`src/rtl/prrs_pkg.sv`:
```
`timescale 1ns / 1ps

package prrs_pkg;

    localparam logic [2:0] ACT_FORK   = 3'd0;
    localparam logic [2:0] ACT_WAIT   = 3'd1;
    localparam logic [2:0] ACT_SIGNAL = 3'd2;
    localparam logic [2:0] ACT_TICK   = 3'd3;
    localparam logic [2:0] ACT_FINISH = 3'd4;

    localparam logic [1:0] STATUS_OK      = 2'd0;
    localparam logic [1:0] STATUS_BAD_ARG = 2'd1;
    localparam logic [1:0] STATUS_FULL    = 2'd2;
    localparam logic [1:0] STATUS_NO_RUN  = 2'd3;

    localparam logic [1:0] PLACE_FREE  = 2'd0;
    localparam logic [1:0] PLACE_READY = 2'd1;
    localparam logic [1:0] PLACE_WAIT  = 2'd2;
    localparam logic [1:0] PLACE_RUN   = 2'd3;

    localparam logic CFG_TIME_QUANTUM    = 1'b0;
    localparam logic CFG_IO_DEVICE_COUNT = 1'b1;

    localparam int PRIO_W    = 3;
    localparam int ELAPSED_W = 16;
    localparam int DEVICE_W  = 8;
    localparam int STAMP_W   = 16;
    localparam int DEVCNT_W  = 9;
    localparam int CFG_W     = 16;

    typedef struct packed {
        logic [PRIO_W-1:0]    prio;
        logic [ELAPSED_W-1:0] elapsed;
        logic [DEVICE_W-1:0]  device;
        logic [STAMP_W-1:0]   stamp;
        logic [1:0]           place;
    } entry_t;

    typedef enum logic [2:0] {
        S_IDLE,
        S_WR_CUR,
        S_WR_NEW,
        S_SCAN,
        S_SCAN_END,
        S_SIG_WR,
        S_WR_HEAD,
        S_DONE
    } sched_state_t;

endpackage

```
`src/rtl/prrs_ram.sv`:
```
`timescale 1ns / 1ps

module prrs_ram #(
    parameter int WIDTH = 8,
    parameter int DEPTH = 16
) (
    input  logic                     clk,
    input  logic                     we,
    input  logic [$clog2(DEPTH)-1:0] waddr,
    input  logic [WIDTH-1:0]         wdata,
    input  logic [$clog2(DEPTH)-1:0] raddr,
    output logic [WIDTH-1:0]         rdata
);

    logic [WIDTH-1:0] mem [DEPTH];

    always_ff @(posedge clk)
    begin
        if (we)
        begin
            mem[waddr] <= wdata;
        end
        rdata <= mem[raddr];
    end

endmodule

```
`src/rtl/priority_round_robin_scheduler_core.sv`:
```
`timescale 1ns / 1ps

// Channel   Direction  Handshake           Payload
// in        sink       in_valid / in_stall action, priority_req, io_device
// out       source     out_valid/out_stall status, new_thread_id, running_valid,
//                                          running_thread, switched, signaled_count
// cfg       sink       cfg_we              cfg_index, cfg_wdata
//
// One beat at a time. Wait, finish and tick make one pass over the thread memory,
// one entry per cycle, over every id given so far; a fork or a rejected beat makes none.
// Signal makes one such pass per waiter that it wakes, and one more that finds none.
// Reset needs no clearing pass: ids at or above the id counter read as free.
// in_stall is high while a beat is at work; a stalled result holds the last cycle.

module priority_round_robin_scheduler_core #(
    parameter int MAX_THREADS  = 64,
    parameter int MAX_DEVICES  = 256,
    parameter int MAX_PRIORITY = 5
) (
    input  logic                                   clk,
    input  logic                                   rst_n,
    input  logic                                   in_valid,
    output logic                                   in_stall,
    input  logic [2:0]                             action,
    input  logic [prrs_pkg::PRIO_W-1:0]            priority_req,
    input  logic [prrs_pkg::DEVICE_W-1:0]          io_device,
    output logic                                   out_valid,
    input  logic                                   out_stall,
    output logic [1:0]                             status,
    output logic [$clog2(MAX_THREADS)-1:0]         new_thread_id,
    output logic                                   running_valid,
    output logic [$clog2(MAX_THREADS)-1:0]         running_thread,
    output logic                                   switched,
    output logic [$clog2(MAX_THREADS):0]           signaled_count,
    input  logic                                   cfg_we,
    input  logic                                   cfg_index,
    input  logic [prrs_pkg::CFG_W-1:0]             cfg_wdata
);

    localparam int IW = $clog2(MAX_THREADS);
    localparam int EW = $bits(prrs_pkg::entry_t);

    prrs_pkg::sched_state_t state_reg, state_next;

    logic [15:0]                  quantum_reg, quantum_next;
    logic [prrs_pkg::DEVCNT_W-1:0] devcnt_reg, devcnt_next;
    logic [15:0]                  stamp_reg, stamp_next;
    logic [IW:0]                  next_id_reg, next_id_next;
    logic                         cur_valid_reg, cur_valid_next;
    logic [IW-1:0]                cur_id_reg, cur_id_next;
    logic [2:0]                   cur_prio_reg, cur_prio_next;
    logic [15:0]                  cur_elapsed_reg, cur_elapsed_next;
    logic [2:0]                   op_reg, op_next;
    logic [2:0]                   prio_reg, prio_next;
    logic [7:0]                   dev_reg, dev_next;
    logic [1:0]                   wr_place_reg, wr_place_next;
    logic [1:0]                   new_place_reg, new_place_next;
    logic [IW-1:0]                new_id_reg, new_id_next;
    logic                         preempt_reg, preempt_next;
    logic                         tick_chk_reg, tick_chk_next;
    logic [1:0]                   res_status_reg, res_status_next;
    logic                         res_newid_ok_reg, res_newid_ok_next;
    logic [IW:0]                  sig_cnt_reg, sig_cnt_next;
    logic                         old_valid_reg, old_valid_next;
    logic [IW-1:0]                old_id_reg, old_id_next;
    logic [IW:0]                  issue_reg, issue_next;
    logic                         pend_valid_reg, pend_valid_next;
    logic [IW-1:0]                pend_id_reg, pend_id_next;
    logic                         found_reg, found_next;
    logic [IW-1:0]                best_id_reg, best_id_next;
    prrs_pkg::entry_t             best_reg, best_next;

    logic                         out_valid_reg, out_valid_next;
    logic [1:0]                   out_status_reg, out_status_next;
    logic [IW-1:0]                out_newid_reg, out_newid_next;
    logic                         out_rvalid_reg, out_rvalid_next;
    logic [IW-1:0]                out_rthread_reg, out_rthread_next;
    logic                         out_switched_reg, out_switched_next;
    logic [IW:0]                  out_sig_reg, out_sig_next;

    logic                         ram_we;
    logic [IW-1:0]                ram_waddr;
    prrs_pkg::entry_t             ram_wentry;
    logic [EW-1:0]                ram_rdata;
    prrs_pkg::entry_t             rd_entry;

    logic                         accept;
    logic                         dev_ok;
    logic                         prio_bad;
    logic                         table_full;
    logic [15:0]                  elapsed_inc;
    logic                         quantum_hit;
    logic                         match;
    logic                         goes_before;
    logic [15:0]                  stamp_diff;
    logic                         scan_done;
    logic                         result_load;

    prrs_ram #(
        .WIDTH(EW),
        .DEPTH(MAX_THREADS)
    ) u_thread_ram (
        .clk  (clk),
        .we   (ram_we),
        .waddr(ram_waddr),
        .wdata(ram_wentry),
        .raddr(issue_reg[IW-1:0]),
        .rdata(ram_rdata)
    );

    assign rd_entry    = prrs_pkg::entry_t'(ram_rdata);
    assign accept      = in_valid && !in_stall;
    assign dev_ok      = ({1'b0, io_device} < devcnt_reg)
                         && ({1'b0, io_device} < prrs_pkg::DEVCNT_W'(MAX_DEVICES));
    assign prio_bad    = priority_req > 3'(MAX_PRIORITY);
    assign table_full  = next_id_reg >= (IW+1)'(MAX_THREADS);
    assign elapsed_inc = cur_elapsed_reg + 16'd1;
    assign quantum_hit = elapsed_inc == quantum_reg;
    assign match       = (op_reg == prrs_pkg::ACT_SIGNAL)
                         ? (rd_entry.place == prrs_pkg::PLACE_WAIT && rd_entry.device == dev_reg)
                         : (rd_entry.place == prrs_pkg::PLACE_READY);
    assign stamp_diff  = rd_entry.stamp - best_reg.stamp;
    assign goes_before = (rd_entry.prio > best_reg.prio)
                         || (rd_entry.prio == best_reg.prio && stamp_diff[15]);
    assign scan_done   = (issue_reg == next_id_reg) && !pend_valid_reg;
    assign result_load = (state_reg == prrs_pkg::S_DONE) && (!out_valid_reg || !out_stall);

    always_comb
    begin
        state_next = state_reg;
        unique case (state_reg)
            prrs_pkg::S_IDLE:
            begin
                if (in_valid)
                begin
                    state_next = prrs_pkg::S_DONE;
                    case (action)
                        prrs_pkg::ACT_FORK:
                        begin
                            if (!prio_bad && !table_full)
                            begin
                                if (cur_valid_reg && priority_req > cur_prio_reg)
                                begin
                                    state_next = prrs_pkg::S_WR_CUR;
                                end
                                else
                                begin
                                    state_next = prrs_pkg::S_WR_NEW;
                                end
                            end
                        end
                        prrs_pkg::ACT_WAIT:
                        begin
                            if (dev_ok && cur_valid_reg)
                            begin
                                state_next = prrs_pkg::S_WR_CUR;
                            end
                        end
                        prrs_pkg::ACT_SIGNAL:
                        begin
                            if (dev_ok)
                            begin
                                state_next = prrs_pkg::S_SCAN;
                            end
                        end
                        prrs_pkg::ACT_TICK:
                        begin
                            if (cur_valid_reg)
                            begin
                                state_next = quantum_hit ? prrs_pkg::S_WR_CUR : prrs_pkg::S_SCAN;
                            end
                        end
                        prrs_pkg::ACT_FINISH:
                        begin
                            if (cur_valid_reg)
                            begin
                                state_next = prrs_pkg::S_WR_CUR;
                            end
                        end
                        default:
                        begin
                            state_next = prrs_pkg::S_DONE;
                        end
                    endcase
                end
            end
            prrs_pkg::S_WR_CUR:
            begin
                if (op_reg == prrs_pkg::ACT_FORK)
                begin
                    state_next = prrs_pkg::S_WR_NEW;
                end
                else if (preempt_reg)
                begin
                    state_next = prrs_pkg::S_WR_HEAD;
                end
                else
                begin
                    state_next = prrs_pkg::S_SCAN;
                end
            end
            prrs_pkg::S_WR_NEW:
            begin
                state_next = prrs_pkg::S_DONE;
            end
            prrs_pkg::S_SCAN:
            begin
                if (scan_done)
                begin
                    state_next = prrs_pkg::S_SCAN_END;
                end
            end
            prrs_pkg::S_SCAN_END:
            begin
                if (op_reg == prrs_pkg::ACT_SIGNAL)
                begin
                    state_next = found_reg ? prrs_pkg::S_SIG_WR : prrs_pkg::S_DONE;
                end
                else if (tick_chk_reg)
                begin
                    state_next = (found_reg && best_reg.prio > cur_prio_reg)
                                 ? prrs_pkg::S_WR_CUR : prrs_pkg::S_DONE;
                end
                else
                begin
                    state_next = found_reg ? prrs_pkg::S_WR_HEAD : prrs_pkg::S_DONE;
                end
            end
            prrs_pkg::S_SIG_WR:
            begin
                state_next = prrs_pkg::S_SCAN;
            end
            prrs_pkg::S_WR_HEAD:
            begin
                state_next = prrs_pkg::S_DONE;
            end
            prrs_pkg::S_DONE:
            begin
                if (result_load)
                begin
                    state_next = prrs_pkg::S_IDLE;
                end
            end
            default:
            begin
                state_next = prrs_pkg::S_IDLE;
            end
        endcase
    end

    always_comb
    begin
        in_stall   = state_reg != prrs_pkg::S_IDLE;
        ram_we     = 1'b0;
        ram_waddr  = cur_id_reg;
        ram_wentry = '{prio: cur_prio_reg, elapsed: cur_elapsed_reg, device: dev_reg,
                       stamp: stamp_reg, place: wr_place_reg};
        unique case (state_reg)
            prrs_pkg::S_WR_CUR:
            begin
                ram_we = 1'b1;
            end
            prrs_pkg::S_WR_NEW:
            begin
                ram_we     = 1'b1;
                ram_waddr  = new_id_reg;
                ram_wentry = '{prio: prio_reg, elapsed: '0, device: '0,
                               stamp: stamp_reg, place: new_place_reg};
            end
            prrs_pkg::S_SIG_WR:
            begin
                ram_we           = 1'b1;
                ram_waddr        = best_id_reg;
                ram_wentry       = best_reg;
                ram_wentry.stamp = stamp_reg;
                ram_wentry.place = prrs_pkg::PLACE_READY;
            end
            prrs_pkg::S_WR_HEAD:
            begin
                ram_we           = 1'b1;
                ram_waddr        = best_id_reg;
                ram_wentry       = best_reg;
                ram_wentry.place = prrs_pkg::PLACE_RUN;
            end
            default:
            begin
                ram_we = 1'b0;
            end
        endcase
    end

    always_comb
    begin
        quantum_next      = quantum_reg;
        devcnt_next       = devcnt_reg;
        stamp_next        = stamp_reg;
        next_id_next      = next_id_reg;
        cur_valid_next    = cur_valid_reg;
        cur_id_next       = cur_id_reg;
        cur_prio_next     = cur_prio_reg;
        cur_elapsed_next  = cur_elapsed_reg;
        op_next           = op_reg;
        prio_next         = prio_reg;
        dev_next          = dev_reg;
        wr_place_next     = wr_place_reg;
        new_place_next    = new_place_reg;
        new_id_next       = new_id_reg;
        preempt_next      = preempt_reg;
        tick_chk_next     = tick_chk_reg;
        res_status_next   = res_status_reg;
        res_newid_ok_next = res_newid_ok_reg;
        sig_cnt_next      = sig_cnt_reg;
        old_valid_next    = old_valid_reg;
        old_id_next       = old_id_reg;
        issue_next        = issue_reg;
        pend_valid_next   = 1'b0;
        pend_id_next      = pend_id_reg;
        found_next        = found_reg;
        best_id_next      = best_id_reg;
        best_next         = best_reg;

        if (cfg_we)
        begin
            case (cfg_index)
                prrs_pkg::CFG_TIME_QUANTUM:    quantum_next = cfg_wdata[15:0];
                prrs_pkg::CFG_IO_DEVICE_COUNT: devcnt_next  = cfg_wdata[prrs_pkg::DEVCNT_W-1:0];
                default:                       quantum_next = quantum_reg;
            endcase
        end

        if (accept)
        begin
            op_next           = action;
            prio_next         = priority_req;
            dev_next          = io_device;
            preempt_next      = 1'b0;
            tick_chk_next     = 1'b0;
            res_status_next   = prrs_pkg::STATUS_OK;
            res_newid_ok_next = 1'b0;
            sig_cnt_next      = '0;
            old_valid_next    = cur_valid_reg;
            old_id_next       = cur_id_reg;
            wr_place_next     = prrs_pkg::PLACE_READY;
            case (action)
                prrs_pkg::ACT_FORK:
                begin
                    if (prio_bad)
                    begin
                        res_status_next = prrs_pkg::STATUS_BAD_ARG;
                    end
                    else if (table_full)
                    begin
                        res_status_next = prrs_pkg::STATUS_FULL;
                    end
                    else
                    begin
                        res_newid_ok_next = 1'b1;
                        new_id_next       = next_id_reg[IW-1:0];
                        next_id_next      = next_id_reg + (IW+1)'(1);
                        new_place_next    = (!cur_valid_reg || priority_req > cur_prio_reg)
                                            ? prrs_pkg::PLACE_RUN : prrs_pkg::PLACE_READY;
                    end
                end
                prrs_pkg::ACT_WAIT:
                begin
                    wr_place_next = prrs_pkg::PLACE_WAIT;
                    if (!dev_ok)
                    begin
                        res_status_next = prrs_pkg::STATUS_BAD_ARG;
                    end
                    else if (!cur_valid_reg)
                    begin
                        res_status_next = prrs_pkg::STATUS_NO_RUN;
                    end
                end
                prrs_pkg::ACT_SIGNAL:
                begin
                    if (!dev_ok)
                    begin
                        res_status_next = prrs_pkg::STATUS_BAD_ARG;
                    end
                end
                prrs_pkg::ACT_TICK:
                begin
                    if (!cur_valid_reg)
                    begin
                        res_status_next = prrs_pkg::STATUS_NO_RUN;
                    end
                    else
                    begin
                        cur_elapsed_next = quantum_hit ? 16'd0 : elapsed_inc;
                        tick_chk_next    = !quantum_hit;
                    end
                end
                prrs_pkg::ACT_FINISH:
                begin
                    wr_place_next = prrs_pkg::PLACE_FREE;
                    if (!cur_valid_reg)
                    begin
                        res_status_next = prrs_pkg::STATUS_NO_RUN;
                    end
                end
                default:
                begin
                    res_status_next = prrs_pkg::STATUS_BAD_ARG;
                end
            endcase
        end

        case (state_reg)
            prrs_pkg::S_WR_CUR:
            begin
                if (wr_place_reg != prrs_pkg::PLACE_FREE)
                begin
                    stamp_next = stamp_reg + 16'd1;
                end
            end
            prrs_pkg::S_WR_NEW:
            begin
                if (new_place_reg == prrs_pkg::PLACE_RUN)
                begin
                    cur_valid_next   = 1'b1;
                    cur_id_next      = new_id_reg;
                    cur_prio_next    = prio_reg;
                    cur_elapsed_next = 16'd0;
                end
                else
                begin
                    stamp_next = stamp_reg + 16'd1;
                end
            end
            prrs_pkg::S_SCAN:
            begin
                if (issue_reg != next_id_reg)
                begin
                    issue_next      = issue_reg + (IW+1)'(1);
                    pend_valid_next = 1'b1;
                    pend_id_next    = issue_reg[IW-1:0];
                end
                if (pend_valid_reg && match && (!found_reg || goes_before))
                begin
                    found_next   = 1'b1;
                    best_id_next = pend_id_reg;
                    best_next    = rd_entry;
                end
            end
            prrs_pkg::S_SCAN_END:
            begin
                if (op_reg != prrs_pkg::ACT_SIGNAL && !tick_chk_reg && !found_reg)
                begin
                    cur_valid_next = 1'b0;
                    cur_id_next    = '0;
                end
                if (tick_chk_reg && found_reg && best_reg.prio > cur_prio_reg)
                begin
                    preempt_next = 1'b1;
                end
            end
            prrs_pkg::S_SIG_WR:
            begin
                stamp_next   = stamp_reg + 16'd1;
                sig_cnt_next = sig_cnt_reg + (IW+1)'(1);
            end
            prrs_pkg::S_WR_HEAD:
            begin
                cur_valid_next   = 1'b1;
                cur_id_next      = best_id_reg;
                cur_prio_next    = best_reg.prio;
                cur_elapsed_next = best_reg.elapsed;
            end
            default:
            begin
                pend_valid_next = 1'b0;
            end
        endcase

        if (state_next == prrs_pkg::S_SCAN && state_reg != prrs_pkg::S_SCAN)
        begin
            issue_next = '0;
            found_next = 1'b0;
        end
    end

    always_comb
    begin
        out_valid_next    = out_valid_reg && out_stall;
        out_status_next   = out_status_reg;
        out_newid_next    = out_newid_reg;
        out_rvalid_next   = out_rvalid_reg;
        out_rthread_next  = out_rthread_reg;
        out_switched_next = out_switched_reg;
        out_sig_next      = out_sig_reg;
        if (result_load)
        begin
            out_valid_next    = 1'b1;
            out_status_next   = res_status_reg;
            out_newid_next    = res_newid_ok_reg ? new_id_reg : '0;
            out_rvalid_next   = cur_valid_reg;
            out_rthread_next  = cur_valid_reg ? cur_id_reg : '0;
            out_switched_next = (old_valid_reg != cur_valid_reg)
                                || (cur_valid_reg && old_id_reg != cur_id_reg);
            out_sig_next      = sig_cnt_reg;
        end
    end

    always_ff @(posedge clk or negedge rst_n)
    begin
        if (!rst_n)
        begin
            state_reg      <= prrs_pkg::S_IDLE;
            quantum_reg    <= 16'd1;
            devcnt_reg     <= '0;
            stamp_reg      <= '0;
            next_id_reg    <= '0;
            cur_valid_reg  <= 1'b0;
            cur_id_reg     <= '0;
            pend_valid_reg <= 1'b0;
            out_valid_reg  <= 1'b0;
        end
        else
        begin
            state_reg      <= state_next;
            quantum_reg    <= quantum_next;
            devcnt_reg     <= devcnt_next;
            stamp_reg      <= stamp_next;
            next_id_reg    <= next_id_next;
            cur_valid_reg  <= cur_valid_next;
            cur_id_reg     <= cur_id_next;
            pend_valid_reg <= pend_valid_next;
            out_valid_reg  <= out_valid_next;
        end
    end

    always_ff @(posedge clk)
    begin
        cur_prio_reg     <= cur_prio_next;
        cur_elapsed_reg  <= cur_elapsed_next;
        op_reg           <= op_next;
        prio_reg         <= prio_next;
        dev_reg          <= dev_next;
        wr_place_reg     <= wr_place_next;
        new_place_reg    <= new_place_next;
        new_id_reg       <= new_id_next;
        preempt_reg      <= preempt_next;
        tick_chk_reg     <= tick_chk_next;
        res_status_reg   <= res_status_next;
        res_newid_ok_reg <= res_newid_ok_next;
        sig_cnt_reg      <= sig_cnt_next;
        old_valid_reg    <= old_valid_next;
        old_id_reg       <= old_id_next;
        issue_reg        <= issue_next;
        pend_id_reg      <= pend_id_next;
        found_reg        <= found_next;
        best_id_reg      <= best_id_next;
        best_reg         <= best_next;
        out_status_reg   <= out_status_next;
        out_newid_reg    <= out_newid_next;
        out_rvalid_reg   <= out_rvalid_next;
        out_rthread_reg  <= out_rthread_next;
        out_switched_reg <= out_switched_next;
        out_sig_reg      <= out_sig_next;
    end

    assign out_valid      = out_valid_reg;
    assign status         = out_status_reg;
    assign new_thread_id  = out_newid_reg;
    assign running_valid  = out_rvalid_reg;
    assign running_thread = out_rthread_reg;
    assign switched       = out_switched_reg;
    assign signaled_count = out_sig_reg;

endmodule

```
`config.mk`:
```
export PLATFORM = sky130hd
export DESIGN_NAME = priority_round_robin_scheduler_core
export DESIGN_NICKNAME = d
export VERILOG_FILES = /design/src/rtl/prrs_pkg.sv /design/src/rtl/prrs_ram.sv /design/src/rtl/priority_round_robin_scheduler_core.sv
export SDC_FILE = /design/constraint.sdc
export NUM_CORES = 2
export LEC_CHECK = 0
export BUFFER_PORTS_ARGS = -buffer_cell sky130_fd_sc_hd__buf_2
export CAP_MARGIN = 20
export CORE_MARGIN = 4
export CORE_UTILIZATION = 55
export DETAILED_ROUTE_END_ITERATION = 12
export MAX_ROUTING_LAYER = met4
export PLACE_DENSITY = 0.84
export SLEW_MARGIN = 5
export SYNTH_ARGS = -nofsm -noshare
export SYNTH_HDL_FRONTEND = slang
export SYNTH_SLANG_ARGS = --single-unit
export TNS_END_PERCENT = 20
```
`constraint.sdc`:
```
create_clock -name clk -period 4.4 [get_ports clk]
set_input_delay 0.22 -clock clk [delete_from_list [all_inputs] [get_ports clk]]
set_output_delay 0.22 -clock clk [all_outputs]
set_load 0.01 [all_outputs]
```
; After elaboration in Yosys (flattened, before gate mapping)
; Memories as Yosys holds them, arrays and structs flattened. A register that Yosys moved wholly into a read port is not among the register bits.
; Index checks and enable logic that the tools add are counted.
[classes]
add_sub_neg = 6
n_lt_le_gt_ge = 6
eq_ne = 29
mux = 59
bitwise = 4
reduce_logical = 56
[op_table]
columns = operator, n
row1 = one-hot mux 45 bit (3 select lines), 1
row2 = two-way mux 16 bit, 7
row3 = one-hot mux 16 bit (3 select lines), 1
row4 = two-way mux 3 bit, 14
row5 = adder 16 x 1 -> 16 bit (second input constant), 2
row6 = one-hot mux 16 bit (2 select lines), 1
row7 = adder 7 x 1 -> 7 bit (second input constant), 3
row8 = one-hot mux 3 bit (7 select lines), 1
row9 = == test 3 x 2 -> 1 bit (second input constant), 6
row10 = logical AND 1 bit, 18
row11 = one-hot mux 6 bit (3 select lines), 1
row12 = == test 16 bit, 1
row13 = two-way mux 2 bit, 8
row14 = subtractor 16 bit, 1
row15 = == test 3 bit (second input constant), 5
row16 = two-way mux 1 bit, 15
row17 = one-hot mux 3 bit (5 select lines), 1
row18 = two-way mux 7 bit, 2
row19 = two-way mux 6 bit, 2
row20 = one-hot mux 6 bit (2 select lines), 1
row21 = AND reduction 2 bit, 6
row22 = zero test 1 bit, 10
row23 = greater-than comparator 3 bit, 3
row24 = zero test 3 bit, 3
row25 = other kinds (26), 47
[totals]
ff_bits = 208
mem_bits_rw = 2880
input_bits = 36
output_inout_bits = 25
wordCells = 199
n_memories = 1
[mem_list]
columns = memory, words, width, rd, rd_clocked_by_memory_dff, wr, line_no
row1 = u_thread_ram.mem, 64, 45, 1, 1, 1, prrs_ram.sv:15  ; logic [WIDTH-1:0] mem [DEPTH];

; Logic depth before layout (Yosys ltp)
[depth]
word_depth = 9
ltp_mapped = 11
mapped_depth_nobuf = 10

; By module
; Synthesis repeated with hierarchy kept, for this count alone.
[unflattened]
hier_cells = 5803
hier_area_um2 = 120635.7
[modules_own_cells]
columns = mod, instances, cells_per_inst, area_each_um2, seq_area_each_um2
row1 = prrs_ram, 1, 4923, 110501.0, 87383.8
row2 = priority_round_robin_scheduler_core, 1, 880, 10134.7, 5666.7

; Least setup slack after synthesis
; OpenSTA, ideal clock, no wires.
[synth_path]
kind = register to register
start = reg state_reg[2]
end = mem u_thread_ram.mem[0][43] (netlist bit), data pin
setup_ps = 702
arrival_ps = 4162
required_time_ps = 3698
path_slack_ps = -464
stages_incl_launch_ff = 8
path_buffers = 4
period_less_slack_ps = 4864
cell_sequence = dfrtp_1 clkbuf_1 clkbuf_1 buf_1 clkbuf_1 nand3_1 o21a_1 o21ai_0
[synth_rtl]
columns = element, line_no
row1 = "start, declared", priority_round_robin_scheduler_core.sv:43  ; prrs_pkg::sched_state_t state_reg, state_next;
row2 = "start signal, assigned", priority_round_robin_scheduler_core.sv:510  ; state_reg <= prrs_pkg::S_IDLE;
row3 = "start signal, assigned", priority_round_robin_scheduler_core.sv:522  ; state_reg <= state_next;
row4 = "end, declared", prrs_ram.sv:15

; Worst setup path after layout
[layout_path]
start = reg best_reg[6] (netlist bit)
end = reg best_reg[36] (netlist bit) (enable)
[layout_via]
elab_chain_cells = 6
[layout_rtl]
columns = element, line_no
row1 = "start, declared", priority_round_robin_scheduler_core.sv:71  ; prrs_pkg::entry_t best_reg, best_next;
row2 = "start signal, assigned", priority_round_robin_scheduler_core.sv:555  ; best_reg <= best_next;
row3 = subtractor 16 bit, priority_round_robin_scheduler_core.sv:122  ; assign stamp_diff = rd_entry.stamp - best_reg.stamp;
row4 = logical AND 1 bit, priority_round_robin_scheduler_core.sv:124  ; || (rd_entry.prio == best_reg.prio && stamp_diff[15]);
row5 = logical OR 1 bit, priority_round_robin_scheduler_core.sv:124
row6 = logical OR 1 bit, priority_round_robin_scheduler_core.sv:440  ; if (pend_valid_reg && match && (!found_reg || goes_before))
row7 = logical AND 1 bit, priority_round_robin_scheduler_core.sv:440
row8 = AND reduction 2 bit (no source line), -
; Every way passes these cells.
; A chain may end at the register's enable or synchronous reset.

==> results.json <==
{
  "grt.total_usage_pct": 34.4,
  "dieWidth_um": 476,
  "synth_ff_type": "edfxtp_1",
  "p_seq_share_pct": 42.9,
  "synth_compound_area_share_pct": 1.11,
  "ys_warn_count": 0,
  "post_cts_resized": 0,
  "pwr-share-clk_pct": 29.0,
  "cts_root_buf": "clkbuf_16",
  "via_count": 66000,
  "synth-seq-cells": 3132,
  "yosys.area_share.simple_pct": 1.52,
  "final-setup-viol-count": 49,
  "drcViolationCount": 0,
  "period_share_pct": 105,
  "max_freq_ghz": 0.216,
  "clock_skew_ps": 66.9,
  "relSlewSlack_pct": 14.9,
  "h-tree-depth": 5,
  "tritoncts_num_sinks": 3132,
  "path_clk_slew_ps": 70,
  "viasPerCell": 7.64,
  "endpoint_kind": "flip-flop",
  "place_inst": 8007,
  "register_area_mm2": 0.0931,
  "postCtsSetupRepairBufs": 0,
  "final_nets": 5591,
  "cts_tree": "built",
  "routedWlPerCell_um": 45.2,
  "most-common-layout-cells": "edfxtp_1, mux4_2, clkbuf_16",
  "cts-buffers-inserted": 309,
  "powerDensity_mw_per_mm2": 673,
  "combPwrFrac_pct": 28.1,
  "violations": "setup timing",
  "outcome": "complete, but fails checks",
  "portBuffers": 60,
  "ys_seq_area_share_pct": 77.4,
  "async_reset_ff_share_pct": 1.92,
  "wirelength_um": 390000,
  "largest_reg_flops": 2880,
  "ys_types": 77,
  "core-area_mm2": 0.217,
  "die-area_mm2": 0.226,
  "syn_nets": 5160,
  "synth_fa_ha_area_share_pct": 0.375,
  "antenna_left": 0,
  "switching_power_mw": 29.4,
  "fillCellCount": 12800,
  "syn_inst": 5088,
  "postLayoutSetupSlackWorst_ps": -228,
  "synth_top_family_by_area": "multiplexers",
  "cp_max_fo": 49,
  "finalHoldViolations": 0,
  "final_common_cell": "edfxtp_1",
  "worst_pin_slew_ps": 1280,
  "p_leak_nw": 43.1,
  "clk_latency_ps": 960,
  "gp_congestion": 0.905,
  "worstSetupPathType": "reg2reg",
  "first_global_vias": 64300,
  "r2r_setup_slack_ps": -230,
  "finalMaxSlewViolations": 0,
  "drt_first_pass_iters": 6,
  "ioPinCount": 61,
  "crit_path_end": "best_reg[36]",
  "vdd_drop_max_v": 0.000467,
  "avgSynthCellArea_um2": 23.6,
  "synth_mux_area_share_pct": 18.0,
  "path_delay_family": "compound AO/OA/AOI/OAI gates",
  "cp.arrival_ps": 5180,
  "path_depth": 10,
  "drt_iter0_markers": 14400,
  "grt_max_degree": 86,
  "regToRegStartpoint": "best_reg[6]",
  "fp.dieH_um": 476,
  "rr_worst_depth": 10,
  "syn2layout_area_growth_pct": 14.4,
  "reg2reg_to": "best_reg[36]",
  "worstPathCellList": "inv_1, ha_1, a21o_1, a21o_1, a21oi_1, o21ai_0, a221oi_1, o21ai_0, xnor2_1, o211a_4",
  "place_area_mm2": 0.127,
  "cp_slowest_stage_delay_ps": 890,
  "crit_buf_inv": 1,
  "netlist_area_mm2": 0.120,
  "hp-class": "in2reg",
  "hpwl_um": 184000,
  "synth-xor-area-share_pct": 0.546,
  "grt_antenna_before_repair": 19,
  "min_period_ps": 4630,
  "cts_buffer_depth": 4,
  "num_rows": 171,
  "grt.overflow.total": 0,
  "cp-startpoint": "best_reg[6]",
  "initial_core_util_pct": 55.3,
  "max_cap_violations": 0,
  "multiInputGateArea_mm2": 0.0266,
  "internal-power_mw": 63.2,
  "grt_pass1_wl_um": 520000,
  "fin_area_mm2": 0.138,
  "cp-start-kind": "flip-flop",
  "layout.cells.non_filler": 8634,
  "layout-drive-gt1-share_pct": 32.4,
  "cp_slowest_cell": "a221oi_1",
  "swShare_pct": 31.8,
  "synth-edff-count": 3002,
  "required_ps": 4950
}
==> worst reg2reg max path, delay by kind of cell (launching register included) <==
kind / cells / cell delay (ps)
adder cells (fa/ha/maj): 1 / 310
AO/OA/AOI/OAI: 7 / 2940
flip-flops: 1 / 400
XOR/XNOR: 1 / 340
buffers and inverters: 1 / 190
==> cells in the mapped netlist (all sizes together) (7+ instances only) <==
cell type | number | area [um2]
dfxtp | 70 | 1400
a22o | 26 | 228
o21ai | 51 | 255
buf | 126 | 587
nor2b | 18 | 113
nand2 | 88 | 330
xor2 | 31 | 272
a32oi | 7 | 61.3
nor2 | 118 | 470
a21o | 10 | 75.1
a21oi | 28 | 144
dfrtp | 59 | 1480
mux2 | 31 | 349
nor4 | 11 | 83.8
xnor2 | 44 | 385
mux4 | 945 | 21300
and3 | 12 | 75.1
ha | 36 | 450
nand3 | 27 | 153
a22oi | 16 | 120
nor3 | 12 | 60.1
clkbuf | 134 | 503
nand2b | 16 | 100
inv | 50 | 188
and2 | 18 | 113
nand4 | 15 | 93.8
edfxtp | 3002 | 90100
==> logic make-up after synthesis <==
family,Yosys count
and+or+nand+nor,366
DFF,3132
AOI/OAI and AO/OA,192
adders and majority gates,36
xor gates and xnor gates,75
buffers and inverters,310
muxes,977
==> stage by stage <==
step	hold WS, ps	util [%]	setup WS (ps)	TNS, ps	total power, mW
final	53.1	63.3	-228	-9760	92.6
after global routing	50.4	63.3	-71.6	-2440	94.3
after CTS	5.28	63.2	322	0	91.1
after detailed placement	389	58.4	679	0	63.8
after global placement	389	58.4	579	0	62.3
after floorplan	-75.6	-	-377	-470910	54.4
==> worst min path at each step <==
stage,start,endpoint,depth (start not counted)
after floorplan,rst_n,cur_id_reg[0],0
after global placement,u_thread_ram.rdata[34],best_reg[34],0
final,priority_req[0],prio_reg[0],2
after global routing,priority_req[0],prio_reg[0],2
after detailed placement,u_thread_ram.rdata[30],best_reg[30],0
after CTS,io_device[1],dev_reg[1],2
==> final cells by class <==
class,count,area share [%]
Sequential cell,3132,67.7
Clock inverter,153,1.05
Tap cell,2854,2.60
Timing Repair Buffer,380,3.03
Multi-Input combinational cell,1646,19.4
Inverter,50,0.136
Clock buffer,388,6.08
Antenna cell,31,0.0564
==> layer usage <==
layer  vias up  track usage [%]  part of all wire (%)
li1      22600                -                     -
met4         0             20.5                   8.4
met3      1948             10.5                    16
met1     33000             41.6                    29
met2      8359             51.7                    47
met5         -                -                     0
==> power groups by stage <==
stage	sequential, mW	combinational, mW	clock (mW)
finish	39.7	26.0	26.9
global route	39.7	26.5	28.1
CTS	39.5	25.0	26.6
detailed placement	39.9	23.8	0
global placement	39.8	22.5	0
floorplan	39.3	15.1	0
==> what timing repair did <==
item / 4_1_cts / 5_1_grt
endpoints found under the hold margin: 135 / 0
hold buffers: 51 / 0
endpoints found under the setup margin: 0 / 0
Note: power is estimated with default switching activity, not from simulation.
